File: src/mfr_pkg.sv
// Package for the meter frame receiver: item types, codes and constants.
// Used by mfr_front, mfr_back and meter_frame_receiver; depends on nothing.
`default_nettype none

package mfr_pkg;

  // Default for the data capacity of one frame, in bytes (1 to 8)
  localparam int unsigned MAX_DATA_BYTES_DEF = 8;

  // Frame delimiters and byte coding
  localparam logic [7:0] PREAMBLE_BYTE = 8'hFE;
  localparam logic [7:0] HEADER_BYTE   = 8'h68;
  localparam logic [7:0] TRAILER_BYTE  = 8'h16;
  localparam logic [7:0] CODE_OFFSET   = 8'h33;

  // Frame offsets counted from the header byte
  localparam logic [7:0] OFS_ADDR_FIRST = 8'd1;
  localparam logic [7:0] OFS_ADDR_LAST  = 8'd6;
  localparam logic [7:0] OFS_CONTROL    = 8'd8;
  localparam logic [7:0] OFS_LENGTH     = 8'd9;
  localparam logic [7:0] OFS_CMD_LO     = 8'd10;
  localparam logic [7:0] OFS_CMD_HI     = 8'd11;
  localparam logic [7:0] OFS_DATA       = 8'd12;
  localparam logic [7:0] OFS_TRAILER    = 8'd13;

  // Reset value of the timeout register
  localparam logic [31:0] TIMEOUT_RESET = 32'd1000;

  // Input opcodes
  typedef enum logic [1:0] {
    OP_RESTART = 2'd0,
    OP_BYTE    = 2'd1,
    OP_TICK    = 2'd2
  } opcode_e;

  // Result status codes
  typedef enum logic [1:0] {
    ST_OK       = 2'd0,
    ST_SUM_BAD  = 2'd1,
    ST_TIMEOUT  = 2'd2
  } status_e;

  // One input item
  typedef struct packed {
    logic [1:0] opcode;
    logic [7:0] rx_byte;
  } in_item_t;

  // One result item
  typedef struct packed {
    logic [1:0]  status;
    logic        from_master;
    logic [15:0] command_word;
    logic [3:0]  data_count;
    logic [63:0] data_bytes;
    logic [47:0] meter_address;
  } out_item_t;

  // Classified command passed from front to back
  typedef struct packed {
    opcode_e    op;
    logic [7:0] rx_byte;
  } cmd_t;

endpackage

`default_nettype wire

File: src/mfr_front.sv
// Front of the meter frame receiver: accepts items, drops unused opcodes and
// queues commands for the back. Depends on mfr_pkg.
`default_nettype none

module mfr_front (
  input  wire logic             clk_i,
  input  wire logic             rst_ni,
  input  wire logic             in_valid_i,
  output logic                  in_stall_o,
  input  wire mfr_pkg::in_item_t in_item_i,
  output logic                  cmd_valid_o,
  output mfr_pkg::cmd_t         cmd_o,
  input  wire logic             cmd_pop_i
);

  localparam logic [1:0] QDepth = 2'd2;

  mfr_pkg::cmd_t q_mem_q [2];
  mfr_pkg::cmd_t q_mem_d [2];
  logic       wr_ptr_q, wr_ptr_d;
  logic       rd_ptr_q, rd_ptr_d;
  logic [1:0] count_q, count_d;
  logic       accept;
  logic       push;
  mfr_pkg::cmd_t cmd_new;

  // Stall only when the queue is full
  assign in_stall_o  = (count_q == QDepth);
  assign accept      = in_valid_i && !in_stall_o;
  assign cmd_valid_o = (count_q != 2'd0);
  assign cmd_o       = q_mem_q[rd_ptr_q];

  // Classify: keep restart, byte and tick; drop anything else
  always_comb begin
    cmd_new.op      = mfr_pkg::opcode_e'(in_item_i.opcode);
    cmd_new.rx_byte = in_item_i.rx_byte;
    case (in_item_i.opcode)
      mfr_pkg::OP_RESTART,
      mfr_pkg::OP_BYTE,
      mfr_pkg::OP_TICK: push = accept;
      default:          push = 1'b0;
    endcase
  end

  // Advance queue pointers and count
  always_comb begin
    q_mem_d  = q_mem_q;
    wr_ptr_d = wr_ptr_q;
    rd_ptr_d = rd_ptr_q;
    count_d  = count_q;
    if (push) begin
      q_mem_d[wr_ptr_q] = cmd_new;
      wr_ptr_d          = !wr_ptr_q;
    end
    if (cmd_pop_i) begin
      rd_ptr_d = !rd_ptr_q;
    end
    case ({push, cmd_pop_i})
      2'b10:   count_d = count_q + 2'd1;
      2'b01:   count_d = count_q - 2'd1;
      default: count_d = count_q;
    endcase
  end

  always_ff @(posedge clk_i or negedge rst_ni) begin
    if (!rst_ni) begin
      wr_ptr_q <= 1'b0;
      rd_ptr_q <= 1'b0;
      count_q  <= 2'd0;
    end else begin
      wr_ptr_q <= wr_ptr_d;
      rd_ptr_q <= rd_ptr_d;
      count_q  <= count_d;
    end
  end

  // Queue storage holds payload only
  always_ff @(posedge clk_i) begin
    q_mem_q <= q_mem_d;
  end

  a_count_bound: assert property (@(posedge clk_i) disable iff (!rst_ni)
    count_q <= QDepth)
    else $error("command queue over depth");

  a_pop_nonempty: assert property (@(posedge clk_i) disable iff (!rst_ni)
    cmd_pop_i |-> count_q != 2'd0)
    else $error("pop from empty command queue");

  a_ptr_gap: assert property (@(posedge clk_i) disable iff (!rst_ni)
    (count_q == 2'd1) |-> (wr_ptr_q != rd_ptr_q))
    else $error("queue pointers disagree with count");

endmodule

`default_nettype wire

File: src/mfr_back.sv
// Back of the meter frame receiver: frame state, timeout counter, timeout
// register and the output register. Depends on mfr_pkg.
`default_nettype none

module mfr_back #(
  parameter int unsigned MAX_DATA_BYTES = mfr_pkg::MAX_DATA_BYTES_DEF
) (
  input  wire logic              clk_i,
  input  wire logic              rst_ni,
  input  wire logic              cfg_valid_i,
  input  wire logic [31:0]       cfg_data_i,
  input  wire logic              cmd_valid_i,
  input  wire mfr_pkg::cmd_t     cmd_i,
  output logic                   cmd_pop_o,
  output logic                   out_valid_o,
  input  wire logic              out_stall_i,
  output mfr_pkg::out_item_t     out_item_o
);

  localparam int unsigned DataW = MAX_DATA_BYTES * 8;
  localparam logic [7:0]  MaxB  = 8'(MAX_DATA_BYTES);
  localparam logic [3:0]  MaxN  = 4'(MAX_DATA_BYTES);

  typedef enum logic [1:0] {
    PH_HUNT     = 2'd0,
    PH_WAIT_HDR = 2'd1,
    PH_FRAME    = 2'd2
  } phase_e;

  phase_e             phase_q, phase_d;
  logic [7:0]         offset_q, offset_d;
  logic [7:0]         sum_q, sum_d;
  logic               matched_q, matched_d;
  logic [47:0]        addr_q, addr_d;
  logic               dir_q, dir_d;
  logic [15:0]        cmd_word_q, cmd_word_d;
  logic [DataW-1:0]   data_q, data_d;
  logic [3:0]         plen_q, plen_d;
  logic [3:0]         ccount_q, ccount_d;
  logic [31:0]        elapsed_q, elapsed_d;
  logic [31:0]        timeout_q, timeout_d;
  logic               out_valid_q, out_valid_d;
  mfr_pkg::out_item_t out_item_q, out_item_d;

  logic               go;
  logic               emit;
  mfr_pkg::out_item_t result;
  logic [7:0]         b;
  logic [7:0]         dec;
  logic [7:0]         ofs;
  logic [7:0]         len_n;
  logic [31:0]        elapsed_inc;

  // Take a command when the output slot is free or draining
  assign go        = cmd_valid_i && (!out_valid_q || !out_stall_i);
  assign cmd_pop_o = go;
  assign b         = cmd_i.rx_byte;
  assign dec       = b - mfr_pkg::CODE_OFFSET;
  assign ofs       = (offset_q != 8'hFF) ? offset_q + 8'd1 : offset_q;
  assign len_n     = b - 8'd2;
  assign elapsed_inc = (elapsed_q != 32'hFFFF_FFFF) ? elapsed_q + 32'd1 : elapsed_q;

  assign out_valid_o = out_valid_q;
  assign out_item_o  = out_item_q;

  // Frame state update and result build
  always_comb begin
    phase_d    = phase_q;
    offset_d   = offset_q;
    sum_d      = sum_q;
    matched_d  = matched_q;
    addr_d     = addr_q;
    dir_d      = dir_q;
    cmd_word_d = cmd_word_q;
    data_d     = data_q;
    plen_d     = plen_q;
    ccount_d   = ccount_q;
    elapsed_d  = elapsed_q;
    emit       = 1'b0;
    result     = '0;

    if (go) begin
      case (cmd_i.op)
        mfr_pkg::OP_RESTART: begin
          phase_d = PH_HUNT;
        end
        mfr_pkg::OP_TICK: begin
          elapsed_d = elapsed_inc;
          if (elapsed_inc > timeout_q) begin
            emit          = 1'b1;
            result.status = mfr_pkg::ST_TIMEOUT;
            phase_d       = PH_HUNT;
          end
        end
        mfr_pkg::OP_BYTE: begin
          case (phase_q)
            PH_HUNT: begin
              if (b == mfr_pkg::PREAMBLE_BYTE) begin
                phase_d = PH_WAIT_HDR;
              end
            end
            PH_WAIT_HDR: begin
              if (b == mfr_pkg::HEADER_BYTE) begin
                phase_d   = PH_FRAME;
                offset_d  = 8'd0;
                sum_d     = b;
                elapsed_d = 32'd0;
              end
            end
            default: begin
              offset_d = ofs;
              // Capture address, control, length and command bytes
              for (int i = 0; i < 6; i++) begin
                if (ofs == mfr_pkg::OFS_ADDR_FIRST + 8'(i)) begin
                  addr_d[i*8 +: 8] = b;
                end
              end
              if (ofs == mfr_pkg::OFS_CONTROL) begin
                dir_d = !b[7];
              end
              if (ofs == mfr_pkg::OFS_LENGTH) begin
                plen_d = (len_n > MaxB) ? MaxN : len_n[3:0];
              end
              if (ofs == mfr_pkg::OFS_CMD_LO) begin
                cmd_word_d[7:0] = dec;
              end
              if (ofs == mfr_pkg::OFS_CMD_HI) begin
                cmd_word_d[15:8] = dec;
              end
              // Store data bytes in arrival order
              if (ofs >= mfr_pkg::OFS_DATA && ccount_q < plen_q) begin
                for (int i = 0; i < MAX_DATA_BYTES; i++) begin
                  if (ccount_q == 4'(i)) begin
                    data_d[i*8 +: 8] = dec;
                  end
                end
                ccount_d = ccount_q + 4'd1;
              end
              // Check the checksum byte against the running sum
              if (ofs == mfr_pkg::OFS_DATA + {4'd0, plen_q}) begin
                matched_d = (sum_q == b);
              end
              // Close the frame on a good trailer
              if (ofs == mfr_pkg::OFS_TRAILER + {4'd0, plen_q} &&
                  b == mfr_pkg::TRAILER_BYTE) begin
                emit                = 1'b1;
                result.status       = matched_q ? mfr_pkg::ST_OK : mfr_pkg::ST_SUM_BAD;
                result.from_master  = dir_q;
                result.command_word = cmd_word_q;
                result.data_count   = plen_q;
                result.data_bytes   = 64'(data_q);
                result.meter_address = matched_q ? addr_q : 48'd0;
                phase_d             = PH_HUNT;
              end else begin
                sum_d = sum_q + b;
              end
            end
          endcase
        end
        default: begin
        end
      endcase

      // Rearm: clear all frame state
      if (phase_d == PH_HUNT && (cmd_i.op == mfr_pkg::OP_RESTART || emit)) begin
        offset_d   = 8'd0;
        sum_d      = 8'd0;
        matched_d  = 1'b0;
        addr_d     = 48'd0;
        dir_d      = 1'b0;
        cmd_word_d = 16'd0;
        data_d     = '0;
        plen_d     = 4'd0;
        ccount_d   = 4'd0;
        elapsed_d  = 32'd0;
      end
    end
  end

  // Output register and timeout register
  always_comb begin
    out_valid_d = out_valid_q;
    out_item_d  = out_item_q;
    timeout_d   = timeout_q;
    if (out_valid_q && !out_stall_i) begin
      out_valid_d = 1'b0;
    end
    if (emit) begin
      out_valid_d = 1'b1;
      out_item_d  = result;
    end
    if (cfg_valid_i) begin
      timeout_d = cfg_data_i;
    end
  end

  always_ff @(posedge clk_i or negedge rst_ni) begin
    if (!rst_ni) begin
      phase_q     <= PH_HUNT;
      offset_q    <= 8'd0;
      sum_q       <= 8'd0;
      matched_q   <= 1'b0;
      addr_q      <= 48'd0;
      dir_q       <= 1'b0;
      cmd_word_q  <= 16'd0;
      data_q      <= '0;
      plen_q      <= 4'd0;
      ccount_q    <= 4'd0;
      elapsed_q   <= 32'd0;
      timeout_q   <= mfr_pkg::TIMEOUT_RESET;
      out_valid_q <= 1'b0;
      out_item_q  <= '0;
    end else begin
      phase_q     <= phase_d;
      offset_q    <= offset_d;
      sum_q       <= sum_d;
      matched_q   <= matched_d;
      addr_q      <= addr_d;
      dir_q       <= dir_d;
      cmd_word_q  <= cmd_word_d;
      data_q      <= data_d;
      plen_q      <= plen_d;
      ccount_q    <= ccount_d;
      elapsed_q   <= elapsed_d;
      timeout_q   <= timeout_d;
      out_valid_q <= out_valid_d;
      out_item_q  <= out_item_d;
    end
  end

  a_pop_slot_free: assert property (@(posedge clk_i) disable iff (!rst_ni)
    cmd_pop_o |-> (!out_valid_q || !out_stall_i))
    else $error("command taken while output slot is blocked");

  a_capture_bound: assert property (@(posedge clk_i) disable iff (!rst_ni)
    (ccount_q <= plen_q) && (plen_q <= MaxN))
    else $error("data capture beyond payload length");

  a_timeout_zero: assert property (@(posedge clk_i) disable iff (!rst_ni)
    (out_valid_q && out_item_q.status == mfr_pkg::ST_TIMEOUT) |->
      (out_item_q.command_word == 16'd0 && out_item_q.data_bytes == 64'd0 &&
       out_item_q.meter_address == 48'd0 && !out_item_q.from_master))
    else $error("timeout result carries frame fields");

  a_addr_only_ok: assert property (@(posedge clk_i) disable iff (!rst_ni)
    (out_valid_q && out_item_q.meter_address != 48'd0) |->
      out_item_q.status == mfr_pkg::ST_OK)
    else $error("address given on a failed frame");

endmodule

`default_nettype wire

File: src/meter_frame_receiver.sv
// Top level of the meter frame receiver: joins the front queue and the back
// frame engine. Depends on mfr_pkg, mfr_front and mfr_back.
//
//   channel  | direction | handshake               | payload
//   ---------+-----------+-------------------------+----------------------
//   in       | input     | in_valid_i / in_stall_o | in_item_i  (in_item_t)
//   out      | output    | out_valid_o/out_stall_i | out_item_o (out_item_t)
//   cfg      | input     | cfg_valid_i/cfg_ready_o | cfg_data_i (timeout_ticks)
//
// One item per cycle sustained while the output is not stalled; an item
// passes first through the command queue, then the engine builds its result
// into the output register, from which the result is offered.
// The frame engine updates all state for one item when it takes that item.
// Reset clears frame state, the queue and the output slot; the timeout
// register returns to 1000. No clearing pass follows reset.
// A stalled output holds the engine; input stalls once the queue is full.
`default_nettype none

module meter_frame_receiver #(
  parameter int unsigned MAX_DATA_BYTES = mfr_pkg::MAX_DATA_BYTES_DEF
) (
  input  wire logic               clk_i,
  input  wire logic               rst_ni,
  input  wire logic               in_valid_i,
  output logic                    in_stall_o,
  input  wire mfr_pkg::in_item_t  in_item_i,
  output logic                    out_valid_o,
  input  wire logic               out_stall_i,
  output mfr_pkg::out_item_t      out_item_o,
  input  wire logic               cfg_valid_i,
  output logic                    cfg_ready_o,
  input  wire logic [31:0]        cfg_data_i
);

  logic          cmd_valid;
  mfr_pkg::cmd_t cmd;
  logic          cmd_pop;

  // Register writes are always taken
  assign cfg_ready_o = 1'b1;

  mfr_front u_front (
    .clk_i       (clk_i),
    .rst_ni      (rst_ni),
    .in_valid_i  (in_valid_i),
    .in_stall_o  (in_stall_o),
    .in_item_i   (in_item_i),
    .cmd_valid_o (cmd_valid),
    .cmd_o       (cmd),
    .cmd_pop_i   (cmd_pop)
  );

  mfr_back #(
    .MAX_DATA_BYTES (MAX_DATA_BYTES)
  ) u_back (
    .clk_i       (clk_i),
    .rst_ni      (rst_ni),
    .cfg_valid_i (cfg_valid_i),
    .cfg_data_i  (cfg_data_i),
    .cmd_valid_i (cmd_valid),
    .cmd_i       (cmd),
    .cmd_pop_o   (cmd_pop),
    .out_valid_o (out_valid_o),
    .out_stall_i (out_stall_i),
    .out_item_o  (out_item_o)
  );

endmodule

`default_nettype wire
File: config.mk
export PLATFORM = sky130hd
export DESIGN_NAME = meter_frame_receiver
export DESIGN_NICKNAME = d
export VERILOG_FILES = /design/src/mfr_pkg.sv /design/src/mfr_front.sv /design/src/mfr_back.sv /design/src/meter_frame_receiver.sv
export SDC_FILE = /design/constraint.sdc
export NUM_CORES = 1
export LEC_CHECK = 0
export BUFFER_PORTS_ARGS = -buffer_cell sky130_fd_sc_hd__buf_2
export CORE_UTILIZATION = 45
export DETAILED_ROUTE_END_ITERATION = 8
export GPL_ROUTABILITY_DRIVEN = 0
export PLACE_DENSITY = 0.78
export SYNTH_ARGS = -nofsm -noshare
export SYNTH_HDL_FRONTEND = slang
export SYNTH_SLANG_ARGS = --single-unit
File: constraint.sdc
create_clock -name clk_i -period 4.55 [get_ports clk_i]
set_input_delay 0.2275 -clock clk_i [delete_from_list [all_inputs] [get_ports clk_i]]
set_output_delay 0.2275 -clock clk_i [all_outputs]
set_load 0.005 [all_outputs]
Word-level counts from Yosys, hierarchy flattened. Cells that the tools add are included.

Register bits after elaboration: 380. Bits in latches: 0. Memory bits (writable): 0. ROM bits: 0. Bits of input ports: 47. Output and inout port bits: 138. Word-level logic and storage cells: 256. Memories: 0.

$add $sub $neg: 10. Multipliers: 0. Divide/modulo/power cells: 0. $lt $le $gt $ge: 7. Equal/unequal tests: 39. Shift operators: 0. Mux-type cells: 89. Bitwise gates (word level): 2. Reduce and logical (&&, ||, !) cells: 70.

Operators with widths (number): two-way mux 135 bit (3); two-way mux 64 bit (4); two-way mux 48 bit (4); two-way mux 8 bit (24); two-way mux 133 bit (1); two-way mux 32 bit (4); case mux 32 bit (2 select lines) (1); AND reduction 4 bit (14); two-way mux 16 bit (3); nonzero test 2 bit (24); AND reduction 5 bit (9); two-way mux 10 bit (4); two-way mux 4 bit (9); adder 32 x 1 -> 32 bit, second input constant (1); equality test 8 x 4 -> 1 bit, second input constant (4); greater-than comparator 32 bit (1); != test 32 bit, second input constant (1); case mux 8 bit (2 select lines) (2); equality test 8 x 3 -> 1 bit, second input constant (3); equality test 8 bit (3); bitwise mux 20 bit (1); two-way mux 1 bit (17); equality test 4 x 3 -> 1 bit, second input constant (4); equality test 8 x 2 -> 1 bit, second input constant (2); other kinds (40) (74).

Logic depth before layout (Yosys ltp). Gate-level depths: netlist (run 1).

Depth after elaboration: 14. Mapped depth: 21. Mapped depth without buffers: 17.

By module. Synthesis (run 1) repeated with hierarchy kept, for this count alone.

Cell total of the unflattened synthesis: 1649. Area total of the unflattened synthesis: 17553.1 um^2.

Modules (own cells, without submodules): mfr_back (times used 1, cells each 1598, area an instance 16610.9 um^2); mfr_front (times used 1, cells each 49, area an instance 930.9 um^2); meter_frame_receiver (times used 1, cells each 2, area an instance 11.3 um^2).

Least setup slack after synthesis (run 1). No wires, ideal clock.

Path kind: register to register. From: reg u_back.elapsed_q[17]. To: reg u_back.addr_q[40]. Library setup time: 0.101 ns. Arrival time: 4.565 ns. Path slack: -0.116 ns. Cell stages (with the launch flop): 21. Period minus slack after synthesis: 4.666 ns. Cells stage by stage: dfrtp_1 clkbuf_1 nand3_1 or4_1 or4_1 clkbuf_1 nand4_1 nor3_1 nand3_1 xnor2_1 ha_1 nand4_1 nor4_1 nand2_1 a32o_1 o21a_1 o211a_1 buf_4 buf_6 buf_2 o32ai_1.

Cells in the longest elaborated chain, start to end: 10. Elaborated cells between the ends (all ways): 18. Classes of those cells: 1 x add/sub; 1 x order compare; 2 x eq/ne; 8 x mux; 6 x reduce/logical.

Ends and longest elaborated chain: start, declared (line mfr_back.sv:40) `logic [31:0] elapsed_q, elapsed_d;`; start signal, assigned (line mfr_back.sv:224) `elapsed_q <= elapsed_d;`; adder 32 x 1 -> 32 bit or != test 32 bit (tied branches) (line mfr_back.sv:61) `assign elapsed_inc = (elapsed_q != 32'hFFFF_FFFF) ? elapsed_q + 32'd1 : elapsed_q;`; two-way mux 32 bit (*) (line mfr_back.sv:61); greater-than comparator 32 bit (*) (line mfr_back.sv:89) `if (elapsed_inc > timeout_q) begin`; two-way mux 2 bit or two-way mux 1 bit (tied branches) (line mfr_back.sv:89); case mux 2 bit (3 select lines) or case mux 1 bit (2 select lines) (tied branches) (line mfr_back.sv:83) `case (cmd_i.op)`; two-way mux 2 bit or two-way mux 1 bit (tied branches) (line mfr_back.sv:82) `if (go) begin`; zero test 2 bit or logical OR 1 bit (tied branches) (line mfr_back.sv:165) `if (phase_d == PH_HUNT && (cmd_i.op == mfr_pkg::OP_RESTART || emit)) begin`; logical AND 1 bit (*) (line mfr_back.sv:165); != test 2 x 1 -> 1 bit (no source line) or nonzero test 2 bit (tied branches); AND reduction 4 bit (no source line); end signal, assigned (line mfr_back.sv:218) `addr_q <= addr_d;`; end, declared (line mfr_back.sv:34) `logic [47:0] addr_q, addr_d;`.

Every way passes the cells marked *; elsewhere a longest branch is shown, timed or not. The select of a mux whose other input is x is not followed. A chain may end at the register's enable or synchronous reset.

Final worst setup path (run 1).
From: reg u_back.elapsed_q[17]. To: reg u_back.addr_q[26].

Same word-level chain as after synthesis.

==> summary.txt, run 1 <==
Global routing
  – GRT Overall Usage: 0.246
  – Largest net degree at the start of global routing: 129
  – Vias in the first global route: 14,600
  – Gr ovfl total: 0
  – Initial antenna violation count: 0
  – First-pass GRT wire length: approximately 80,000 um

Clock network
  – Clock latency on the worst-skew pair: 0.55 ns
  – Clock sink count: 380
  – Root buf cell: clkbuf_16
  – CTS buffer count: 38
  – Worst-path clk slew: roughly 0.06 ns
  – Max clock buf depth: 3
  – TritonCTS clock tree: done
  – Htree depth: 2

Status
  – Status: complete, but fails checks
  – Failing checks: negative setup slack

Route
  – Remaining DRCs: 0
  – DR iter-0 viols: 1,450
  – Vias per cell: 5.95
  – Vias: roughly 15,000
  – DR WL/cell: 20.2 um
  – DRT Wirelength: 51,300 um
  – Final antenna-violating net count: 0
  – Pre-antenna DRT Iters: 5

Logic synthesis
  – Post-synth cell types: 76
  – Avg Cell Area, Syn: ~11 um2
  – Area share of the largest cell type after synthesis: 0.498
  – Synth area leader: dfrtp_1
  – Top-count cell post-synth: dfrtp_1
  – Main area contributors after synthesis: dfrtp_1, a22o_1, nand2_1
  – Primary FF master, synth: dfrtp_1
  – Syn. warnings: 0
  – Synth top cells by count: dfrtp_1, nand2_1, a22o_1, inv_1, o21ai_0
  – EDFF count, synth: 20
  – Synthesized area: 0.0178 mm2
  – Asr flop ratio synth: 0.947
  – Part of the Yosys area used for sequential elements: 0.540
  – Net count after synthesis: 1,788
  – Post-Synthesis Cells: around 1,700
  – Register bit total from synthesis: 380

Floorplanning
  – Effective utilization at floorplan: 0.459
  – Io pins: 185
  – Die W: between 200 and 250 um
  – Die height: approximately 200 um
  – Core Rows: 72
  – Core area: 0.0388 mm2
  – Die area: between 0.04 and 0.05 mm2

Hold path
  – HP Start: in_valid_i
  – Worst hold path stage count: 3
  – Hold worst-path end: u_front.wr_ptr_q
  – HP Class: in -> reg

Pwr
  – Post-layout power: 9.83 mW
  – Register share of total power: 0.364
  – Proportion of power drawn by the clock network: 0.331
  – Combinational Power Share: 0.306
  – Pint: approximately 6.5 mW
  – Maximum vdd drop: 0.278 mV
  – Leakage power: 10.6 nW
  – Psw: 3.33 mW
  – Sw frac: 0.339
  – Pwr/cell area: 435 mW/mm2

Cells and area
  – Nets: between 2,000 and 2,500
  – Diodes inserted: 0
  – Fillers: slightly above 3,000
  – Fin util: 0.581
  – Synthesis-to-finish area growth: 26.8%
  – Final cell count without fillers: 2,535
  – Design Area, Final: 0.0226 mm2
  – Layout cells sized above 1: 0.243

Worst setup path
  – Register-to-Register Path Depth: 24
  – Crit path kind: reg -> reg
  – Critical path cell sequence: buf_4 > nand4_1 > nor3_2 > nand4_1 > buf_4 > nor3_4 > and3_4 > buf_4 > buf_4 > xor2_1 > ha_1 > nand4_1 > nor4_4 > buf_4 > nand2_1 > nor2_1 > a32o_2 > o21a_1 > buf_6 > o211ai_4 > buf_12 > buf_6 > a21oi_4 > o32ai_1
  – R2R Setup Slk: -0.28 ns
  – CP Data Arrival Time: 5.22 ns
  – Critical path startpoint category: flip-flop
  – Max FO, Critical Path: 8
  – Reg-to-Reg Start: u_back.elapsed_q[17]
  – Critical Path RT: about 5 ns
  – Worst r2r dst: u_back.addr_q[26]
  – Slowest stage delay, CP: about 0.47 ns
  – Most numerous cell on the critical path: buf_4
  – Critical Path End Type: flip-flop
  – Worst path slowest cell: nor4_4

Placement
  – Post-DP HPWL: around 33,000 um
  – IO buf count: roughly 180
  – Dpl cell area: 0.0200 mm2
  – DP Cell Count: 2,392

Timing
  – Clk_skew: 0.0261 ns
  – F_max: 0.207 GHz
  – Worst-margin pin slew: roughly 1.2 ns
  – Final Cycle Share: 1.06
  – Final hold violations: 0
  – Final min period: 4.83 ns
  – Setup ws final: -0.276 ns
  – WHS: 0.0502 ns
  – Final Max Slew Viols: 0
  – Slew margin rel.: 0.210
  – RSZ-0062 raised after global routing: yes
  – Final setup vio count: 216

Job
  – Max Cap Violations: 0
-- power by group through the flow --
stage                     clock network [mW]  logic, mW  registers (mW)
after global placement                     0       2.36            3.63
after detailed placement                   0       2.44            3.64
after global routing                    3.43       3.18            3.58
final                                   3.25       3.00            3.58
after floorplan                            0       1.46            3.62
after CTS                               3.29       2.68            3.57
-- stage by stage --
| step | setup slack, ns | setup TNS [ns] |
|---|---|---|
| 2_1_floorplan | 0.0213 | 0 |
| 3_3_place_gp | -0.239 | -14.27 |
| 3_5_place_dp | -0.500 | -49.95 |
| 4_1_cts | 0.00380 | 0 |
| 5_1_grt | -0.433 | -77.12 |
| 6_report | -0.276 | -32.78 |
-- state kept, by name (all words and copies together) (netlist names) --
register	count
u_back.addr_q	48
u_back.ccount_q	4
u_back.cmd_word_q	16
u_back.data_q	64
u_back.dir_q	1
u_back.elapsed_q	32
u_back.matched_q	1
u_back.offset_q	8
u_back.out_item_o	135
u_back.out_valid_o	1
u_back.phase_q	2
u_back.plen_q	4
u_back.sum_q	8
u_back.timeout_q	32
u_front.count_q	2
u_front.q_mem_q	20
u_front.rd_ptr_q	1
u_front.wr_ptr_q	1
-- kinds of logic (layout without fill, tap and decap cells) --
logic type,after synthesis,in the layout,share of synthesized area
other,1,1,0.000211
adder cells (fa/ha/maj),62,62,0.0440
flip-flops,380,380,0.540
XOR/XNOR,62,62,0.0313
buffers and inverters,193,530,0.0444
multiplexers,17,17,0.0105
AO/OA/AOI/OAI,513,513,0.211
AND/OR/NAND/NOR,451,452,0.118
-- area by class of cell --
class,count,area [um2],share of cell area
clock buffer,57,1110,0.0493
sequential,380,9620,0.426
clock inverter,12,181,0.00804
tap,518,648,0.0287
multi-input combinational,1107,7910,0.351
inverter,89,334,0.0148
timing repair buffer,372,2770,0.123
-- worst max-delay path by stage --
stage                               startpoint                    to  slack, ns  cells past startpoint
after global placement    u_back.elapsed_q[29]  u_back.elapsed_q[27]      -0.24                     16
after global routing      u_back.elapsed_q[13]     u_back.addr_q[24]      -0.43                     23
after floorplan           u_back.elapsed_q[17]     u_back.addr_q[40]       0.02                     20
after detailed placement  u_back.elapsed_q[28]  u_back.elapsed_q[31]      -0.50                     16
final                     u_back.elapsed_q[17]     u_back.addr_q[26]      -0.28                     24
after CTS                 u_back.elapsed_q[28]     u_back.addr_q[32]      0.004                     20
-- critical path: cells and delay by family, from the launching register on --
family	cells	cell delay, ns
XOR/XNOR	1	0.06
flip-flops	1	0.35
buffers and inverters	8	1.15
adder cells (fa/ha/maj)	1	0.29
AND/OR/NAND/NOR	9	1.95
AO/OA/AOI/OAI	5	0.86
-- per-layer routing --
layer,global-route usage,vias to the layer above,share of wire
met5,0,-,0
met4,0.0927,0,0.038
met2,0.395,711,0.47
met1,0.328,7466,0.41
met3,0.0497,152,0.083
li1,-,6755,-
-- layout by cell type (no fill, tap or decap), types with 42 or more instances in the layout --
cell	instances
a22o_1	137
xnor2_1	45
ha_1	61
o21ai_0	76
dfrtp_1	354
buf_4	114
nor2_1	51
inv_1	86
o21ai_1	53
clkbuf_16	42
a32o_1	56
nand2_1	212
buf_2	182
a21oi_1	58
dlygate4sd3_1	43
-- timing repair --
action                     CTS  global route
resized for setup           34            66
setup endpoints to repair  285           317
gates cloned                 2             4
hold endpoints to repair   154             0
pin swaps                   19            60
hold buffers                43             0
buffers inserted             8            21
(Power assumes the default switching activity.)
==> run 2, diff against run 1 <==
Settings changed: CORE_ASPECT_RATIO from default to 0.8.
==> run 2 against run 1 <==
The flow still finishes with violations (negative setup slack). First-iteration DRC count grew 29%. Largest power group unchanged. Die area is essentially flat. Largest cell class unchanged. Power grew 3.5%. Clock power grew 4%. Sequential power is essentially flat. Critical path depth shrank 4. Clock skew shrank 0.012 ns. Core utilization grew 1.2 points.
==> summary.txt, run 2 (synthesis results as in run 1) <==
Status
  – Status: complete, but fails checks
  – Failing checks: negative setup slack

Floorplanning
  – Core area: 0.0386 mm2 (-0.59%)
  – Core Rows: 64 (-11%)
  – Die height: 180 um (-10%)
  – Io pins: 185 (unchanged)
  – Die area: 0.0404 mm2 (about the same)
  – Effective utilization at floorplan: 0.461 (+0.00274)
  – Die W: 224 um (+12%)

Clock network
  – Root buf cell: clkbuf_16
  – Clock sink count: 380 (unchanged)
  – Worst-path clk slew: 0.07 ns (about the same)
  – CTS buffer count: 38 (unchanged)
  – Max clock buf depth: 3 (unchanged)
  – Htree depth: 2 (unchanged)
  – Clock latency on the worst-skew pair: 0.54 ns (about the same)
  – TritonCTS clock tree: done

Cells and area
  – Fillers: 2,999 (-2.1%)
  – Max FFs per register: 135 (unchanged)
  – Most frequent cells in the layout: dfrtp_1, nand2_1, buf_2
  – Synthesis-to-finish area growth: 28.6%
  – Design Area, Final: 0.0229 mm2 (+1.4%)
  – Nets: 2,105 (+0.38%)
  – Commonest non-fill, non-tap cell in the layout: dfrtp_1
  – Fin util: 0.593 (+0.0117)
  – Diodes inserted: 0 (unchanged)
  – Layout cells sized above 1: 0.250 (+0.00744)

Hold path
  – Hold worst-path end: u_back.out_valid_o
  – HP Class: in -> reg
  – Worst hold path stage count: 3 (unchanged)
  – HP Start: out_stall_i

Timing
  – Final Max Slew Viols: 0 (unchanged)
  – Final setup vio count: 166 (-23%)
  – Final hold violations: 0 (unchanged)
  – Final min period: 4.73 ns (-0.0941 ns)
  – Clk_skew: 0.0140 ns (-0.0121 ns)
  – Worst-margin pin slew: 1.39 ns (+0.214 ns)
  – Setup_tns: -13.18 ns (+19.61 ns)
  – Setup ws final: -0.182 ns (+0.0941 ns)
  – RSZ-0062 raised after global routing: yes
  – F_max: 0.211 GHz (+2.0%)
  – Slew margin rel.: 0.0669 (-0.143)
  – WHS: 0.101 ns (+0.0506 ns)
  – Final Cycle Share: 1.04 (-0.0207)

Route
  – DR iter-0 viols: 1,875 (+29%)
  – Remaining DRCs: 0 (unchanged)
  – DRT Wirelength: 53,500 um (+4.2%)
  – DR WL/cell: 21.0 um (+3.5%)
  – Final antenna-violating net count: 0 (unchanged)
  – Vias per cell: 6.00 (+0.84%)
  – Vias: 15,300 (+1.6%)
  – Pre-antenna DRT Iters: 6 (+1)

Pwr
  – Maximum vdd drop: 0.290 mV (+4.2%)
  – Leakage power: 10.8 nW (+1.2%)
  – Post-layout power: 10.2 mW (+3.5%)
  – Pwr/cell area: 444 mW/mm2 (+2.1%)

Worst setup path
  – Register-to-Register Path Depth: 20 (-17%)
  – Worst r2r dst: u_back.elapsed_q[21]
  – Reg-to-Reg Start: u_back.elapsed_q[21]
  – R2R Setup Slk: -0.18 ns (+0.09 ns)
  – Slowest stage delay, CP: 0.53 ns (+0.06 ns)
  – Crit path kind: reg -> reg
  – Critical Path RT: 4.96 ns (+0.02 ns)
  – Worst path slowest cell: or4_4
  – Max FO, Critical Path: 8 (unchanged)
  – CP Data Arrival Time: 5.15 ns (-0.07 ns)
  – Critical path startpoint category: flip-flop
  – Critical Path End Type: flip-flop
  – Critical path cell sequence: nand3_2 > or4_4 > or4_4 > nand4_1 > nor3_4 > nand3_2 > xnor2_2 > ha_1 > nand4_1 > nor4_2 > buf_4 > nand2b_1 > a31oi_1 > a21oi_2 > nand3b_1 > o211a_4 > clkbuf_16 > nor2_4 > clkbuf_16 > a22o_1

Global routing
  – Gr ovfl total: 0 (unchanged)
  – GRT Overall Usage: 0.252 (+0.00641)
  – First-pass GRT wire length: 81,000 um (+1.7%)
  – Initial antenna violation count: 0 (unchanged)
  – Vias in the first global route: 14,600 (-0.12%)
  – Largest net degree at the start of global routing: 135 (+4.7%)

Placement
  – IO buf count: 183 (unchanged)
  – Dpl cell area: 0.0200 mm2 (+0.15%)
  – Post-DP HPWL: 34,000 um (+3.0%)

Job
  – Max Cap Violations: 0 (unchanged)
## run 2: changes by cell type in the layout (fill, tap and decap cells not counted), sizes merged
cell,change
buf,+4
bufbuf,+1
bufinv,+1
clkbuf,-1
clkinv,+1
inv,+2
nor2,-1
o211ai,+1
## run 2: cell type report
| cell class | instances | area, um2 | area share |
|---|---|---|---|
| sequential | 380 | 9620 | 0.420 |
| inverter | 89 | 334 | 0.0146 |
| clock inverter | 16 | 231 | 0.0101 |
| multi-input combinational | 1107 | 7980 | 0.348 |
| clock buffer | 53 | 1110 | 0.0484 |
| tap | 528 | 661 | 0.0289 |
| timing repair buffer | 380 | 2970 | 0.130 |
## run 2: worst max-delay path, delay by kind of cell (launching register included)
family          cells  cell delay, ns
buf+inv             3            0.58
compound gates      4            0.82
xor+xnor            1            0.09
flops               1            0.37
simple gates       11            2.43
fa+ha+maj           1            0.31
## run 2: how the worst max path moves through the flow
stage	start	cells past startpoint	slack (ns)	to
final	u_back.elapsed_q[21]	20	-0.18	u_back.elapsed_q[21]
after floorplan	u_back.elapsed_q[17]	20	0.02	u_back.addr_q[40]
after global placement	u_back.elapsed_q[29]	17	-0.21	u_back.cmd_word_q[7]
after CTS	u_back.elapsed_q[22]	20	0.003	u_back.offset_q[3]
after detailed placement	u_back.elapsed_q[29]	17	-0.48	u_back.cmd_word_q[7]
after global routing	u_back.elapsed_q[0]	20	-0.32	u_back.elapsed_q[21]
## run 2: timing repair
item	in CTS	in global routing
resized for setup	26	87
cloned	3	6
pin swaps	19	40
hold endpoints to repair	156	0
buffers inserted	8	20
setup endpoints to repair	318	321
hold buffers	43	0
## run 2: where the power goes
part	leakage (nW)	internal [mW]	switching, mW	total, mW
clock network	0.661	2.00	1.37	3.37
logic	4.97	1.17	2.05	3.22
registers	5.13	3.51	0.0752	3.58
## run 2: per-stage QoR
| step | setup WS, ns | instances |
|---|---|---|
| global placement | -0.211 | 2405 |
| finish | -0.182 | 2553 |
| floorplan | 0.0213 | 1679 |
| detailed placement | -0.482 | 2405 |
| global route | -0.317 | 2553 |
| CTS | 0.00311 | 2528 |
## run 2: per-layer routing
metal / vias to the layer above / routed length, um / global-route usage / share of wire
met5: - / 0 / 0 / 0
met4: 0 / 1820 / 0.0781 / 0.034
met3: 136 / 4330 / 0.0494 / 0.081
met2: 684 / 24500 / 0.388 / 0.46
met1: 7738 / 22800 / 0.361 / 0.43
li1: 6761 / - / - / -
